===== config.mk =====
export PLATFORM = sky130hd
export DESIGN_NAME = zoom_view_center_tracker_top_flat
export DESIGN_NICKNAME = d
export VERILOG_FILES = /design/src/rtl/core/zvct_pkg.sv /design/src/rtl/core/zvct_if.sv /design/src/rtl/core/zvct_div.sv /design/src/rtl/core/zvct_ctrl.sv /design/src/rtl/core/zvct_dpath.sv /design/src/rtl/core/zoom_view_center_tracker_top.sv /design/src/flat_wrapper.sv
export SDC_FILE = /design/constraint.sdc
export NUM_CORES = 2
export LEC_CHECK = 0
export BUFFER_PORTS_ARGS = -buffer_cell sky130_fd_sc_hd__buf_2
export CELL_PAD_IN_SITES_DETAIL_PLACEMENT = 1
export CELL_PAD_IN_SITES_GLOBAL_PLACEMENT = 1
export CORE_ASPECT_RATIO = 1.2
export CORE_MARGIN = 4
export CORE_UTILIZATION = 46
export DETAILED_ROUTE_END_ITERATION = 10
export PLACE_DENSITY = 0.86
export SYNTH_ARGS = -nofsm -noshare
export SYNTH_HDL_FRONTEND = slang
export SYNTH_HIERARCHICAL = 1
export SYNTH_SLANG_ARGS = --single-unit

===== constraint.sdc =====
create_clock -name clk -period 7.04 [get_ports clk]
set_input_delay 0.352 -clock clk [delete_from_list [all_inputs] [get_ports clk]]
set_output_delay 0.352 -clock clk [all_outputs]
set_load 0.02 [all_outputs]

===== src/rtl/core/zvct_pkg.sv =====
// Shared types and constants for the zoom view center tracker.
// Fixed-point formats, config register indexes, and controller/datapath command and status.
// No dependencies; compile first.
package zvct_pkg;

  // Fixed-point fraction bits for centers, zoom, gain and deadzone
  localparam int FRAC = 8;

  // Field widths
  localparam int SCREEN_W = 13;
  localparam int SENS_W   = 12;
  localparam int DZ_W     = 9;
  localparam int ZOOM_W   = 16;
  localparam int DELTA_W  = 16;
  localparam int CENTER_W = SCREEN_W + FRAC;
  localparam int CNT_W    = 8;
  localparam int CFG_W    = 13;
  localparam int CFG_IDX_W = 2;

  // Deadzone half-band divide: num = screen*dz << FRAC, den = 2*zoom.
  // With zoom above 1.0 the divisor exceeds 2^(FRAC+1), so the quotient
  // fits in NUM_W-FRAC-1 bits and the top FRAC+1 bits seed the remainder.
  localparam int DZ_PROD_W = SCREEN_W + DZ_W;
  localparam int NUM_W     = DZ_PROD_W + FRAC;
  localparam int DEN_W     = ZOOM_W + 1;
  localparam int QUOT_W    = NUM_W - FRAC - 1;
  localparam int DIV_CNT_W = $clog2(QUOT_W);

  // Pan product and signed working width for center arithmetic
  localparam int PAN_W  = DELTA_W + SENS_W + 1;
  localparam int WORK_W = PAN_W + 1;

  // Lock engages after this many frozen ticks with raw movement
  localparam logic [CNT_W-1:0] LOCK_TICKS = CNT_W'(3);
  localparam logic [CNT_W-1:0] CNT_MAX    = {CNT_W{1'b1}};

  localparam logic [ZOOM_W-1:0] ZOOM_ONE = ZOOM_W'(1 << FRAC);

  // Reset values of the config registers
  localparam logic [SCREEN_W-1:0] SCREEN_W_RST = SCREEN_W'(1920);
  localparam logic [SCREEN_W-1:0] SCREEN_H_RST = SCREEN_W'(1080);
  localparam logic [SENS_W-1:0]   SENS_RST     = SENS_W'(256);
  localparam logic [DZ_W-1:0]     DZ_RST       = DZ_W'(0);

  // Operation codes
  localparam logic FUNC_UPDATE   = 1'b0;
  localparam logic FUNC_RECENTER = 1'b1;

  // Config register indexes
  typedef enum logic [CFG_IDX_W-1:0] {
    CFG_SCREEN_WIDTH  = 2'd0,
    CFG_SCREEN_HEIGHT = 2'd1,
    CFG_PAN_SENS      = 2'd2,
    CFG_DEADZONE      = 2'd3
  } cfg_index_t;

  // Controller to datapath commands
  typedef struct packed {
    logic load;      // capture the accepted transaction
    logic prep;      // register the products
    logic div_load;  // seed the dividers
    logic div_step;  // one quotient bit per lane
    logic commit;    // update state and load the result register
  } dp_cmd_t;

  // Datapath to controller status
  typedef struct packed {
    logic div_needed;  // update with active deadzone band
    logic out_free;    // result register can take a new transaction
  } dp_status_t;

endpackage


===== src/rtl/core/zvct_if.sv =====
// Valid/ready channel interfaces for the zoom view center tracker.
// Depends on zvct_pkg for field widths.
interface zvct_item_if;
  import zvct_pkg::*;
  logic                      valid;
  logic                      ready;
  logic                      func;
  logic [SCREEN_W-1:0]       cursor_x;
  logic [SCREEN_W-1:0]       cursor_y;
  logic signed [DELTA_W-1:0] raw_dx;
  logic signed [DELTA_W-1:0] raw_dy;
  logic [ZOOM_W-1:0]         zoom_level;

  modport source (output valid, func, cursor_x, cursor_y, raw_dx, raw_dy, zoom_level,
                  input ready);
  modport sink (input valid, func, cursor_x, cursor_y, raw_dx, raw_dy, zoom_level,
                output ready);
endinterface

interface zvct_result_if;
  import zvct_pkg::*;
  logic                valid;
  logic                ready;
  logic [CENTER_W-1:0] center_x;
  logic [CENTER_W-1:0] center_y;
  logic                lock_active;

  modport source (output valid, center_x, center_y, lock_active, input ready);
  modport sink (input valid, center_x, center_y, lock_active, output ready);
endinterface


===== src/rtl/core/zvct_div.sv =====
// Restoring divider lane, one quotient bit per step, for the deadzone half-band.
// Depends on zvct_pkg for the numerator, divisor and quotient widths.
module zvct_div (
  input  logic                          clk,
  input  logic                          load,
  input  logic                          step,
  input  logic [zvct_pkg::NUM_W-1:0]    num,
  input  logic [zvct_pkg::DEN_W-1:0]    den,
  output logic [zvct_pkg::QUOT_W-1:0]   quot
);
  import zvct_pkg::*;

  logic [DEN_W-1:0]  rem;
  logic [DEN_W-1:0]  divisor;
  logic [QUOT_W-1:0] shift;
  logic [DEN_W:0]    trial;
  logic              fits;

  // Shift in the next numerator bit and try to subtract
  assign trial = {rem, shift[QUOT_W-1]};
  assign fits  = trial >= {1'b0, divisor};

  always_ff @(posedge clk) begin
    if (load) begin
      rem     <= DEN_W'(num[NUM_W-1:QUOT_W]);
      shift   <= num[QUOT_W-1:0];
      divisor <= den;
    end else if (step) begin
      rem   <= fits ? DEN_W'(trial - {1'b0, divisor}) : trial[DEN_W-1:0];
      shift <= {shift[QUOT_W-2:0], fits};
    end
  end

  assign quot = shift;

endmodule


===== src/rtl/core/zvct_ctrl.sv =====
// Sequencing controller: accept, product, divide and commit steps.
// Depends on zvct_pkg for command/status structs and divider length.
module zvct_ctrl (
  input  logic                 clk,
  input  logic                 rst,
  input  logic                 item_valid,
  output logic                 item_ready,
  input  zvct_pkg::dp_status_t status,
  output zvct_pkg::dp_cmd_t    cmd
);
  import zvct_pkg::*;

  typedef enum logic [4:0] {
    S_IDLE   = 5'b00001,
    S_PREP   = 5'b00010,
    S_DLOAD  = 5'b00100,
    S_DIV    = 5'b01000,
    S_UPDATE = 5'b10000
  } state_t;

  state_t               state;
  state_t               state_next;
  logic [DIV_CNT_W-1:0] div_cnt;
  logic                 div_last;

  assign div_last = div_cnt == DIV_CNT_W'(QUOT_W - 1);

  // Next state and commands
  always_comb begin
    state_next   = state;
    cmd          = '0;
    item_ready   = 1'b0;
    case (state)
      S_IDLE: begin
        item_ready = 1'b1;
        if (item_valid) begin
          cmd.load   = 1'b1;
          state_next = S_PREP;
        end
      end
      S_PREP: begin
        cmd.prep   = 1'b1;
        state_next = status.div_needed ? S_DLOAD : S_UPDATE;
      end
      S_DLOAD: begin
        cmd.div_load = 1'b1;
        state_next   = S_DIV;
      end
      S_DIV: begin
        cmd.div_step = 1'b1;
        if (div_last) state_next = S_UPDATE;
      end
      S_UPDATE: begin
        if (status.out_free) begin
          cmd.commit = 1'b1;
          state_next = S_IDLE;
        end
      end
      default: state_next = S_IDLE;
    endcase
  end

  always_ff @(posedge clk) begin
    if (rst) begin
      state   <= S_IDLE;
      div_cnt <= '0;
    end else begin
      state <= state_next;
      // Count divider steps
      if (state == S_DLOAD)     div_cnt <= '0;
      else if (state == S_DIV)  div_cnt <= div_cnt + 1'b1;
    end
  end

endmodule


===== src/rtl/core/zvct_dpath.sv =====
// Datapath: config registers, tracker state, products, divider lanes,
// center update with clamp, and the result register.
// Depends on zvct_pkg and zvct_div.
module zvct_dpath (
  input  logic                              clk,
  input  logic                              rst,
  input  logic                              cfg_write,
  input  logic [zvct_pkg::CFG_IDX_W-1:0]    cfg_index,
  input  logic [zvct_pkg::CFG_W-1:0]        cfg_data,
  input  logic                              func,
  input  logic [zvct_pkg::SCREEN_W-1:0]     cursor_x,
  input  logic [zvct_pkg::SCREEN_W-1:0]     cursor_y,
  input  logic signed [zvct_pkg::DELTA_W-1:0] raw_dx,
  input  logic signed [zvct_pkg::DELTA_W-1:0] raw_dy,
  input  logic [zvct_pkg::ZOOM_W-1:0]       zoom_level,
  input  zvct_pkg::dp_cmd_t                 cmd,
  output zvct_pkg::dp_status_t              status,
  output logic                              out_valid,
  input  logic                              out_ready,
  output logic [zvct_pkg::CENTER_W-1:0]     center_x,
  output logic [zvct_pkg::CENTER_W-1:0]     center_y,
  output logic                              lock_active
);
  import zvct_pkg::*;

  // Config registers
  logic [SCREEN_W-1:0] scr_w;
  logic [SCREEN_W-1:0] scr_h;
  logic [SENS_W-1:0]   sens;
  logic [DZ_W-1:0]     dz;

  // Tracker state
  logic [CENTER_W-1:0] view_x;
  logic [CENTER_W-1:0] view_y;
  logic [SCREEN_W-1:0] prev_x;
  logic [SCREEN_W-1:0] prev_y;
  logic                seen;
  logic                lock;
  logic [CNT_W-1:0]    run_cnt;

  // Captured transaction
  logic                      op;
  logic [SCREEN_W-1:0]       cx;
  logic [SCREEN_W-1:0]       cy;
  logic signed [DELTA_W-1:0] dx;
  logic signed [DELTA_W-1:0] dy;
  logic [ZOOM_W-1:0]         zoom;

  // Registered products
  logic [DZ_PROD_W-1:0]    dzp_x;
  logic [DZ_PROD_W-1:0]    dzp_y;
  logic signed [PAN_W-1:0] pan_x;
  logic signed [PAN_W-1:0] pan_y;

  logic [QUOT_W-1:0] hd_x;
  logic [QUOT_W-1:0] hd_y;

  logic             moved;
  logic             raw;
  logic             dz_mode;
  logic             lock_next;
  logic [CNT_W-1:0] cnt_next;
  logic [CNT_W-1:0] cnt_inc;
  logic [CENTER_W-1:0] new_x;
  logic [CENTER_W-1:0] new_y;

  // Config writes
  always_ff @(posedge clk) begin
    if (rst) begin
      scr_w <= SCREEN_W_RST;
      scr_h <= SCREEN_H_RST;
      sens  <= SENS_RST;
      dz    <= DZ_RST;
    end else if (cfg_write) begin
      case (cfg_index_t'(cfg_index))
        CFG_SCREEN_WIDTH:  scr_w <= cfg_data[SCREEN_W-1:0];
        CFG_SCREEN_HEIGHT: scr_h <= cfg_data[SCREEN_W-1:0];
        CFG_PAN_SENS:      sens  <= cfg_data[SENS_W-1:0];
        CFG_DEADZONE:      dz    <= cfg_data[DZ_W-1:0];
        default: ;
      endcase
    end
  end

  // Capture the accepted transaction and form the products
  always_ff @(posedge clk) begin
    if (cmd.load) begin
      op   <= func;
      cx   <= cursor_x;
      cy   <= cursor_y;
      dx   <= raw_dx;
      dy   <= raw_dy;
      zoom <= zoom_level;
    end
    if (cmd.prep) begin
      dzp_x <= DZ_PROD_W'(scr_w) * DZ_PROD_W'(dz);
      dzp_y <= DZ_PROD_W'(scr_h) * DZ_PROD_W'(dz);
      pan_x <= PAN_W'(dx) * PAN_W'($signed({1'b0, sens}));
      pan_y <= PAN_W'(dy) * PAN_W'($signed({1'b0, sens}));
    end
  end

  // Deadzone half-band lanes
  zvct_div u_div_x (
    .clk  (clk),
    .load (cmd.div_load),
    .step (cmd.div_step),
    .num  ({dzp_x, {FRAC{1'b0}}}),
    .den  ({zoom, 1'b0}),
    .quot (hd_x)
  );

  zvct_div u_div_y (
    .clk  (clk),
    .load (cmd.div_load),
    .step (cmd.div_step),
    .num  ({dzp_y, {FRAC{1'b0}}}),
    .den  ({zoom, 1'b0}),
    .quot (hd_y)
  );

  // Decode the update case
  assign moved   = !seen || (cx != prev_x) || (cy != prev_y);
  assign raw     = (dx != '0) || (dy != '0);
  assign dz_mode = (zoom > ZOOM_ONE) && (dz != '0);
  assign cnt_inc = (run_cnt != CNT_MAX) ? run_cnt + 1'b1 : run_cnt;

  assign status.div_needed = (op == FUNC_UPDATE) && moved && dz_mode;
  assign status.out_free   = !out_valid || out_ready;

  // Lock and frozen-run counter
  always_comb begin
    lock_next = lock;
    cnt_next  = run_cnt;
    if (moved) begin
      lock_next = 1'b0;
      cnt_next  = '0;
    end else if (raw) begin
      if (!lock) begin
        cnt_next  = cnt_inc;
        lock_next = cnt_inc >= LOCK_TICKS;
      end
    end else begin
      cnt_next = '0;
    end
  end

  // Per-axis center update followed by the clamp to [0, screen]
  function automatic logic [CENTER_W-1:0] axis_update(
    input logic [CENTER_W-1:0]    c,
    input logic [SCREEN_W-1:0]    cur,
    input logic [SCREEN_W-1:0]    scr,
    input logic [QUOT_W-1:0]      hd,
    input logic signed [PAN_W-1:0] pan,
    input logic                   mv,
    input logic                   rw,
    input logic                   dzm,
    input logic                   lk
  );
    logic signed [WORK_W-1:0] cw;
    logic signed [WORK_W-1:0] cq;
    logic signed [WORK_W-1:0] hw;
    logic signed [WORK_W-1:0] hi;
    logic signed [WORK_W-1:0] v;
    cw = $signed(WORK_W'(c));
    cq = $signed(WORK_W'({cur, {FRAC{1'b0}}}));
    hw = $signed(WORK_W'(hd));
    hi = $signed(WORK_W'({scr, {FRAC{1'b0}}}));
    v  = cw;
    if (mv) begin
      if (dzm) begin
        if (cq - cw > hw)      v = cq - hw;
        else if (cw - cq > hw) v = cq + hw;
      end else begin
        v = cq;
      end
    end else if (rw && lk) begin
      v = cw + WORK_W'(pan);
    end
    if (v < 0)       axis_update = '0;
    else if (v > hi) axis_update = hi[CENTER_W-1:0];
    else             axis_update = v[CENTER_W-1:0];
  endfunction

  always_comb begin
    if (op == FUNC_RECENTER) begin
      new_x = CENTER_W'({scr_w, {(FRAC-1){1'b0}}});
      new_y = CENTER_W'({scr_h, {(FRAC-1){1'b0}}});
    end else begin
      new_x = axis_update(view_x, cx, scr_w, hd_x, pan_x, moved, raw, dz_mode, lock_next);
      new_y = axis_update(view_y, cy, scr_h, hd_y, pan_y, moved, raw, dz_mode, lock_next);
    end
  end

  // Commit state; recenter leaves lock, counter and previous cursor alone
  always_ff @(posedge clk) begin
    if (rst) begin
      view_x  <= CENTER_W'({SCREEN_W_RST, {(FRAC-1){1'b0}}});
      view_y  <= CENTER_W'({SCREEN_H_RST, {(FRAC-1){1'b0}}});
      prev_x  <= '0;
      prev_y  <= '0;
      seen    <= 1'b0;
      lock    <= 1'b0;
      run_cnt <= '0;
    end else if (cmd.commit) begin
      view_x <= new_x;
      view_y <= new_y;
      if (op == FUNC_UPDATE) begin
        prev_x  <= cx;
        prev_y  <= cy;
        seen    <= 1'b1;
        lock    <= lock_next;
        run_cnt <= cnt_next;
      end
    end
  end

  // Result register: load on commit, drop when taken
  always_ff @(posedge clk) begin
    if (rst) begin
      out_valid <= 1'b0;
    end else if (cmd.commit) begin
      out_valid <= 1'b1;
    end else if (out_ready) begin
      out_valid <= 1'b0;
    end
  end

  always_ff @(posedge clk) begin
    if (cmd.commit) begin
      center_x    <= new_x;
      center_y    <= new_y;
      lock_active <= (op == FUNC_UPDATE) ? lock_next : lock;
    end
  end

endmodule


===== src/rtl/core/zoom_view_center_tracker_top.sv =====
// Zoom view center tracker: item and result channels, config write port.
// Input transaction: func (0 update, 1 recenter), cursor_x/y, raw_dx/dy, zoom_level.
// Result transaction: center_x/y (pixels, 8 fraction bits) and lock_active.
// Exactly one result per accepted item, in order.
// Each item passes through the capture, product and update steps; when an update
// moves the cursor with zoom above 1.0 and a nonzero deadzone, a divider load and
// the 21-step restoring divide that forms the deadzone half-band come between,
// one quotient bit per cycle, both axes in parallel.
// One item is in work at a time.
// The result register is separate from the work: a new item is accepted while a
// result still waits. If the receiver stalls, the next result waits in the
// update step until the register frees, and input is held off meanwhile.
// Config writes (cfg_write, cfg_index, cfg_data) take effect at once; the user must
// make them only while the block is idle, which the block itself does not enforce.
// Reset (rst, synchronous): config returns to 1920, 1080, 256, 0; the center to
// the screen middle; lock, run counter and cursor history clear.
// Depends on zvct_pkg, zvct_if, zvct_div, zvct_ctrl, zvct_dpath.
module zoom_view_center_tracker_top (
  input  logic                           clk,
  input  logic                           rst,
  input  logic                           cfg_write,
  input  logic [zvct_pkg::CFG_IDX_W-1:0] cfg_index,
  input  logic [zvct_pkg::CFG_W-1:0]     cfg_data,
  zvct_item_if.sink                      item,
  zvct_result_if.source                  result
);
  import zvct_pkg::*;

  dp_cmd_t    cmd;
  dp_status_t status;

  zvct_ctrl u_ctrl (
    .clk        (clk),
    .rst        (rst),
    .item_valid (item.valid),
    .item_ready (item.ready),
    .status     (status),
    .cmd        (cmd)
  );

  zvct_dpath u_dpath (
    .clk         (clk),
    .rst         (rst),
    .cfg_write   (cfg_write),
    .cfg_index   (cfg_index),
    .cfg_data    (cfg_data),
    .func        (item.func),
    .cursor_x    (item.cursor_x),
    .cursor_y    (item.cursor_y),
    .raw_dx      (item.raw_dx),
    .raw_dy      (item.raw_dy),
    .zoom_level  (item.zoom_level),
    .cmd         (cmd),
    .status      (status),
    .out_valid   (result.valid),
    .out_ready   (result.ready),
    .center_x    (result.center_x),
    .center_y    (result.center_y),
    .lock_active (result.lock_active)
  );

endmodule


===== src/flat_wrapper.sv =====
// flat-port wrapper written by rule: the top's interface ports become plain ports
module zoom_view_center_tracker_top_flat import zvct_pkg::*;
  (clk, rst, cfg_write, cfg_index, cfg_data, item_valid, item_func, item_cursor_x, item_cursor_y, item_raw_dx, item_raw_dy, item_zoom_level, item_ready, result_valid, result_center_x, result_center_y, result_lock_active, result_ready);
  zvct_item_if item_i ();
  zvct_result_if result_i ();
  input  logic clk;
  input  logic rst;
  input  logic cfg_write;
  input  logic [zvct_pkg::CFG_IDX_W-1:0] cfg_index;
  input  logic [zvct_pkg::CFG_W-1:0] cfg_data;
  input wire logic [$bits(item_i.valid)-1:0] item_valid;
  input wire logic [$bits(item_i.func)-1:0] item_func;
  input wire logic [$bits(item_i.cursor_x)-1:0] item_cursor_x;
  input wire logic [$bits(item_i.cursor_y)-1:0] item_cursor_y;
  input wire logic [$bits(item_i.raw_dx)-1:0] item_raw_dx;
  input wire logic [$bits(item_i.raw_dy)-1:0] item_raw_dy;
  input wire logic [$bits(item_i.zoom_level)-1:0] item_zoom_level;
  output wire logic [$bits(item_i.ready)-1:0] item_ready;
  output wire logic [$bits(result_i.valid)-1:0] result_valid;
  output wire logic [$bits(result_i.center_x)-1:0] result_center_x;
  output wire logic [$bits(result_i.center_y)-1:0] result_center_y;
  output wire logic [$bits(result_i.lock_active)-1:0] result_lock_active;
  input wire logic [$bits(result_i.ready)-1:0] result_ready;
  assign item_i.valid = item_valid;
  assign item_i.func = item_func;
  assign item_i.cursor_x = item_cursor_x;
  assign item_i.cursor_y = item_cursor_y;
  assign item_i.raw_dx = item_raw_dx;
  assign item_i.raw_dy = item_raw_dy;
  assign item_i.zoom_level = item_zoom_level;
  assign item_ready = item_i.ready;
  assign result_valid = result_i.valid;
  assign result_center_x = result_i.center_x;
  assign result_center_y = result_i.center_y;
  assign result_lock_active = result_i.lock_active;
  assign result_i.ready = result_ready;
  zoom_view_center_tracker_top u_core (.clk(clk), .rst(rst), .cfg_write(cfg_write), .cfg_index(cfg_index), .cfg_data(cfg_data), .item(item_i), .result(result_i));
endmodule

After elaboration in Yosys (flattened, before gate mapping) --
Index checks and enable logic that the tools add are counted.
Storage, ports and cells: bits of input ports 95, word-level logic and storage cells 158, register bits 448, output and inout port bits 45
Operators by class: mux-type cells 51, $mul 4, magnitude comparators 12, reductions and logical operators 24, equal/unequal tests 16, add/sub/neg operators 14, bitwise gates (word level) 1
Operators with widths (count):
- $mux 30 | 10
- $mux 21 | 10
- $sub 21x21->22 | 6
- $gt 22x22->1 | 4
- $add 22x29->30 | 2
- $gt 30x22->1 | 2
- $lt 30x1->1 const B | 2
- $mul 16x13->29 | 2
- $add 21x21->22 | 2
- $mul 13x9->22 | 2
- $mux 22 | 2
- $ge 18x17->1 | 2
- $mux 9 | 4
- $mux 17 | 2
- $sub 17x17->17 | 2
- $mux 8 | 4
- $reduce_bool 16->1 | 2
- $ne 13x13->1 | 2
- $pmux 5 s5 | 1
- $mux 5 | 4
- $gt 16x9->1 const B | 1
- $mux 1 | 14
- $eq 5x5->1 const B | 2
- $reduce_and 2->1 | 5
- other kinds (22) | 33

Longest topological paths before layout --
depth after elaboration 14, gate-level depth with buffers 40

Cells and area by module --
Netlist, hierarchy kept.
Modules (own cells, without submodules):
- zvct_dpath | seq. area each 9128.8 um^2, times used 1, area each 45778.9 um^2, cells an instance 5196
- zvct_div | seq. area each 1571.5 um^2, times used 2, area each 3088.0 um^2, cells an instance 270
- zvct_ctrl | seq. area each 200.2 um^2, times used 1, area each 523.0 um^2, cells an instance 62

Least setup slack after synthesis --
No wires, ideal clock.
kind flip-flop to flip-flop, start register u_core.u_dpath.view_x[2], end register u_core/u_dpath/center_x[11] (netlist name) (data pin), buffers on the path 6, arrival time 6953 ps, period minus slack after synthesis 7106 ps, cell stages (with the launch flop) 38, setup slack -66 ps, path through dfxtp_1 buf_2 or4_1 nor3_2 nand2_1 o21bai_1 a21o_1 nand3_1 o31ai_1 a21oi_1 o21bai_1 a21oi_1 xnor2_1 ha_1 nand2_1 nor4_1 o21a_1 o31ai_1 [... 2 more ...] clkbuf_1 clkbuf_1 buf_1 nand2_1 o311a_1 a2bb2oi_1 a21oi_1 a21oi_1 ha_1 nand3_1 nor4_1 nand2_1 or4b_1 buf_2 a21oi_2 buf_4 mux2_1 o21ai_0
Between the ends: longest elaborated chain between the ends 11
RTL lines:
- start: declaration | RTL line zvct_dpath.sv:33 | logic [CENTER_W-1:0] view_x;
- start signal: assignment | RTL line zvct_dpath.sv:198 | view_x <= CENTER_W'({SCREEN_W_RST, {(FRAC-1){1'b0}}});
- start signal: assignment | RTL line zvct_dpath.sv:206 | view_x <= new_x;
- $sub 21x21->22 | RTL line zvct_dpath.sv:173 | else if (cw - cq > hw) v = cq + hw;
- $gt 22x22->1 | RTL line zvct_dpath.sv:173
- $mux 22 | RTL line zvct_dpath.sv:173
- $mux 30 | RTL line zvct_dpath.sv:172 | if (cq - cw > hw) v = cq - hw;
- $mux 30 | RTL line zvct_dpath.sv:171 | if (dzm) begin
- $mux 30 (*) | RTL line zvct_dpath.sv:170 | if (mv) begin
- $mux 30 (*) | RTL line zvct_dpath.sv:186 | if (op == FUNC_RECENTER) begin
- $gt 30x22->1 | RTL line zvct_dpath.sv:181 | else if (v > hi) axis_update = hi[CENTER_W-1:0];
- $mux 21 | RTL line zvct_dpath.sv:181
- $mux 21 (*) | RTL line zvct_dpath.sv:180 | if (v < 0) axis_update = '0;
- $mux 21 (*) | RTL line zvct_dpath.sv:186
- named net u_core.u_dpath.new_x[11] | RTL line zvct_dpath.sv:64 | logic [CENTER_W-1:0] new_x;
- end signal: assignment | RTL line zvct_dpath.sv:231 | center_x <= new_x;
- end: declaration | RTL line zvct_dpath.sv:20 | output logic [zvct_pkg::CENTER_W-1:0] center_x,
The timed path passes the listed nets; every way through them passes the cells marked *. The select of a mux whose other input is x is not followed. A chain may end at the register's enable or synchronous reset.

Final worst setup path --
start register u_core.u_dpath.view_x[5], end register u_core.u_dpath.view_x[20]
Between the ends: longest elaborated chain between the ends 11
RTL lines (RTL line):
- $sub 21x21->22 | zvct_dpath.sv:173
- $gt 22x22->1 | zvct_dpath.sv:173
- $mux 22 | zvct_dpath.sv:173
- $mux 30 | zvct_dpath.sv:172
- $mux 30 | zvct_dpath.sv:171
- $mux 30 (*) | zvct_dpath.sv:170
- $mux 30 (*) | zvct_dpath.sv:186
- $gt 30x22->1 | zvct_dpath.sv:181
- $mux 21 | zvct_dpath.sv:181
- $mux 21 (*) | zvct_dpath.sv:180
- $mux 21 (*) | zvct_dpath.sv:186
Mark *: on every way between the ends. The rest lies on a longest branch, timed or not. The select of a mux whose other input is x is not followed.

==> qor.yml <==
grt_pass1_vias: 52500
grt_pass1_wl_um: 318000
ir_drop_v: 0.000208
seq_area_mm2: 0.0125
p_leak_nw: 27.0
switching_share_pct: 37.1
portBuffers: 139
status: "finished with violations"
pre_cts_ws_ns: -0.477
p_int_mw: 6.02
rows: 135
critPathArrivalTime_ns: 7.80
ys.flop_type: "edfxtp_1"
synthesis.area_mm2: 0.0525
synth_compound_area_share_pct: 13.7
min_period_over_period_pct: 104
worst-setup-path-type: "reg2reg"
layout-drive-gt1-share_pct: 14.3
rr_worst_depth: 36
slowest_stage: "or4b_4"
rsz0062_at_grt: "yes"
synth_edf_count: 314
place_congestion: 0.983
grt_max_degree: 72
reg2reg_from: "u_core/u_dpath/view_x[5]$_SDFFE_PP0P_"
seqPwrFrac_pct: 33.6
syn_inst: 5798
synth_area_leader_cell: "fa_1"
clock_latency_ns: 0.67
antenna_found_initial: 7
crit_path_end_kind: "flop"
max_slew_margin_pct: 16.1
synth_seq_cells: 466
vias: 47800
cts_sinks: 466
p_sw_mw: 3.54
synthTopCellsByArea: "fa_1, edfxtp_1, ha_1"
r2r_end: "u_core/u_dpath/view_x[20]$_SDFFE_PP0P_"
wl_um: 216000
slew_viol_final: 0
crit_fanout: 7
fill_cells: 12800
pin_count: 140
hold_viol_final: 0
reg2reg_slack_ns: -0.26
cp-startpoint: "u_core/u_dpath/view_x[5]$_SDFFE_PP0P_"
ys.warnings.count: 6
hold_path_class: "in2reg"
worst_pin_slew_ns: 1.26
cts.path.max_buffers: 3
yosys.area_share.adder_pct: 32.1
cp_slowest_stage_delay_ns: 0.59
synth_area_per_cell_um2: 9.05
dp_cells: 7535
fin_crit_ns: 7.30
fin_ws_ns: -0.258
cts_root_buffer: "clkbuf_16"
post_drt_wl_per_cell_um: 27.7
final_nets: 7357
combPwrFrac_pct: 37.9
cts_made_buffers: 54
dr.first_iter.drc_count: 4112
initial_core_util_pct: 46.4
utilization_pct: 53.9
clkPwrFrac_pct: 28.6
dieArea_mm2: 0.120
synth-xor-area-share_pct: 4.09
stdcell_count: 7784
track_usage_pct: 35.1
multi_input_area_mm2: 0.0371
cts_tree: "built"
overflow: 0
drc: 0
violations: "negative setup slack"
setup_viol: 54
synth_most_common_cell: "inv_1"
startpoint_type: "flop"
synth_top_area_share_pct: 19.8
detail-route-antenna-nets: 0
synthMuxAreaShare_pct: 2.26
synth_top_family_by_area: "adder cells"
hpwlAfterDp_um: 161000
die_y_um: 378
maxCapViolations: 0
synth-simple-area-share_pct: 16.3
fp.dieW_um: 316
synthArstFlopShare_pct: 0
htreeDepth: 2
synth.distinct_cells: 95
fin_skew_ns: 0.0365
syn_to_final_growth_pct: 16.2
drt_pass1_iterations: 6
clkTransAtPathRegs_ns: 0.06
power.density_mw_per_mm2: 157
setup-tns-final_ns: -5.80
vias_per_cell: 6.14
fmaxAchievable_mhz: 137
coreArea_mm2: 0.113
crit_end: "u_core/u_dpath/view_x[20]$_SDFFE_PP0P_"
holdWs_ns: 0.0651
synth-seq-area-share_pct: 23.8
synth_common_cells: "inv_1, nand2_1, fa_1, ha_1, a21oi_1"
required_ns: 7.54
-- kinds of logic after synthesis --
kind of cell,Yosys count
muxes,110
adders and majority gates,1033
other,1
xor gates and xnor gates,245
DFF,466
and+or+nand+nor,1751
AOI/OAI and AO/OA,1107
buffers and inverters,1085
-- layout by cell type, fill, tap and decap left out, types with 34 or more instances in the layout --
master / instances
dfxtp_1: 142
o21bai_1: 42
o21ai_1: 34
a31oi_1: 43
dlygate4sd3_1: 88
ha_1: 504
buf_4: 357
a21o_1: 86
clkbuf_16: 54
o21ai_0: 156
fa_1: 518
nor2b_1: 44
nor2_1: 239
nand4_1: 60
a211oi_1: 55
nand2_1: 675
edfxtp_1: 314
xnor2_1: 174
nor4_1: 38
mux2_2: 58
o21a_1: 34
and2_1: 306
buf_2: 138
nor3_1: 80
inv_1: 816
xor2_1: 70
nand3_1: 90
a21oi_1: 335
nand2b_1: 41
-- per-layer routing --
layer | vias up | track usage, % | share of wire (%)
li1 | 20400 | - | -
met1 | 23900 | 38.4 | 35
met2 | 2446 | 60.4 | 48
met3 | 995 | 7.27 | 7.7
met4 | 4 | 24.8 | 9.2
met5 | - | 0 | 0.013
-- how the worst min path moves through the flow --
stage | from | to | slack (ns) | cells past startpoint
global route | item_valid | u_core/u_ctrl/state[0]$_SDFFE_PP1P_ | 0.07 | 3
floorplan | rst | u_core/u_ctrl/state[3]$_SDFFE_PP0P_ | 0.42 | 1
global placement | u_core/u_dpath/prev_x[10]$_SDFFE_PP0P_ | u_core/u_dpath/prev_x[10]$_SDFFE_PP0P_ | 0.45 | 2
detailed placement | u_core/u_dpath/prev_x[10]$_SDFFE_PP0P_ | u_core/u_dpath/prev_x[10]$_SDFFE_PP0P_ | 0.46 | 2
finish | item_valid | u_core/u_ctrl/state[0]$_SDFFE_PP1P_ | 0.07 | 3
CTS | item_valid | u_core/u_ctrl/state[0]$_SDFFE_PP1P_ | 0.03 | 3
-- worst max-delay path: cells and delay by family (launching register included) --
family	cells	cell delay [ns]
simple gates	13	2.94
buf+inv	7	1.01
fa+ha+maj	2	0.65
xor+xnor	1	0.15
mux	1	0.28
compound gates	12	1.79
flops	1	0.33
-- registers in the layout, summed over array words and instances (netlist names), 22 cells and up --
register,flops
u_core/u_dpath/dzp_x,22
u_core/u_dpath/pan_x,29
u_core/u_dpath/dzp_y,22
u_core/u_dpath/pan_y,29
-- cell type report --
cell class | instances | share of cell area, %
clock inverter | 31 | 0.318
clock buffer | 69 | 2.34
tap | 1507 | 3.09
sequential | 466 | 20.5
timing repair buffer | 622 | 7.82
antenna | 4 | 0.0164
inverter | 821 | 5.06
multi-input combinational | 4264 | 60.9
-- per-stage QoR --
stage          instance area, µm²  power (mW)
2_1_floorplan               52500        5.15
3_3_place_gp                56800        6.08
3_5_place_dp                56800        6.31
4_1_cts                     59800        9.22
5_1_grt                     60900        9.95
6_report                    61000        9.56
-- power by group through the flow --
stage               logic (mW)  registers, mW  clock network (mW)
global placement          2.83           3.25                   0
CTS                       3.26           3.20                2.76
detailed placement        3.05           3.25                   0
global route              3.87           3.21                2.87
finish                    3.62           3.21                2.73
floorplan                 1.98           3.18                   0
-- timing repair --
item | CTS | global route
endpoints found under the setup margin | 84 | 89
gates cloned | 1 | 0
hold endpoints to repair | 115 | 0
gates resized for setup | 89 | 194
hold buffers | 88 | 0
buffers inserted | 23 | 33
pin swaps | 51 | 116
(Power assumes the default switching activity.)
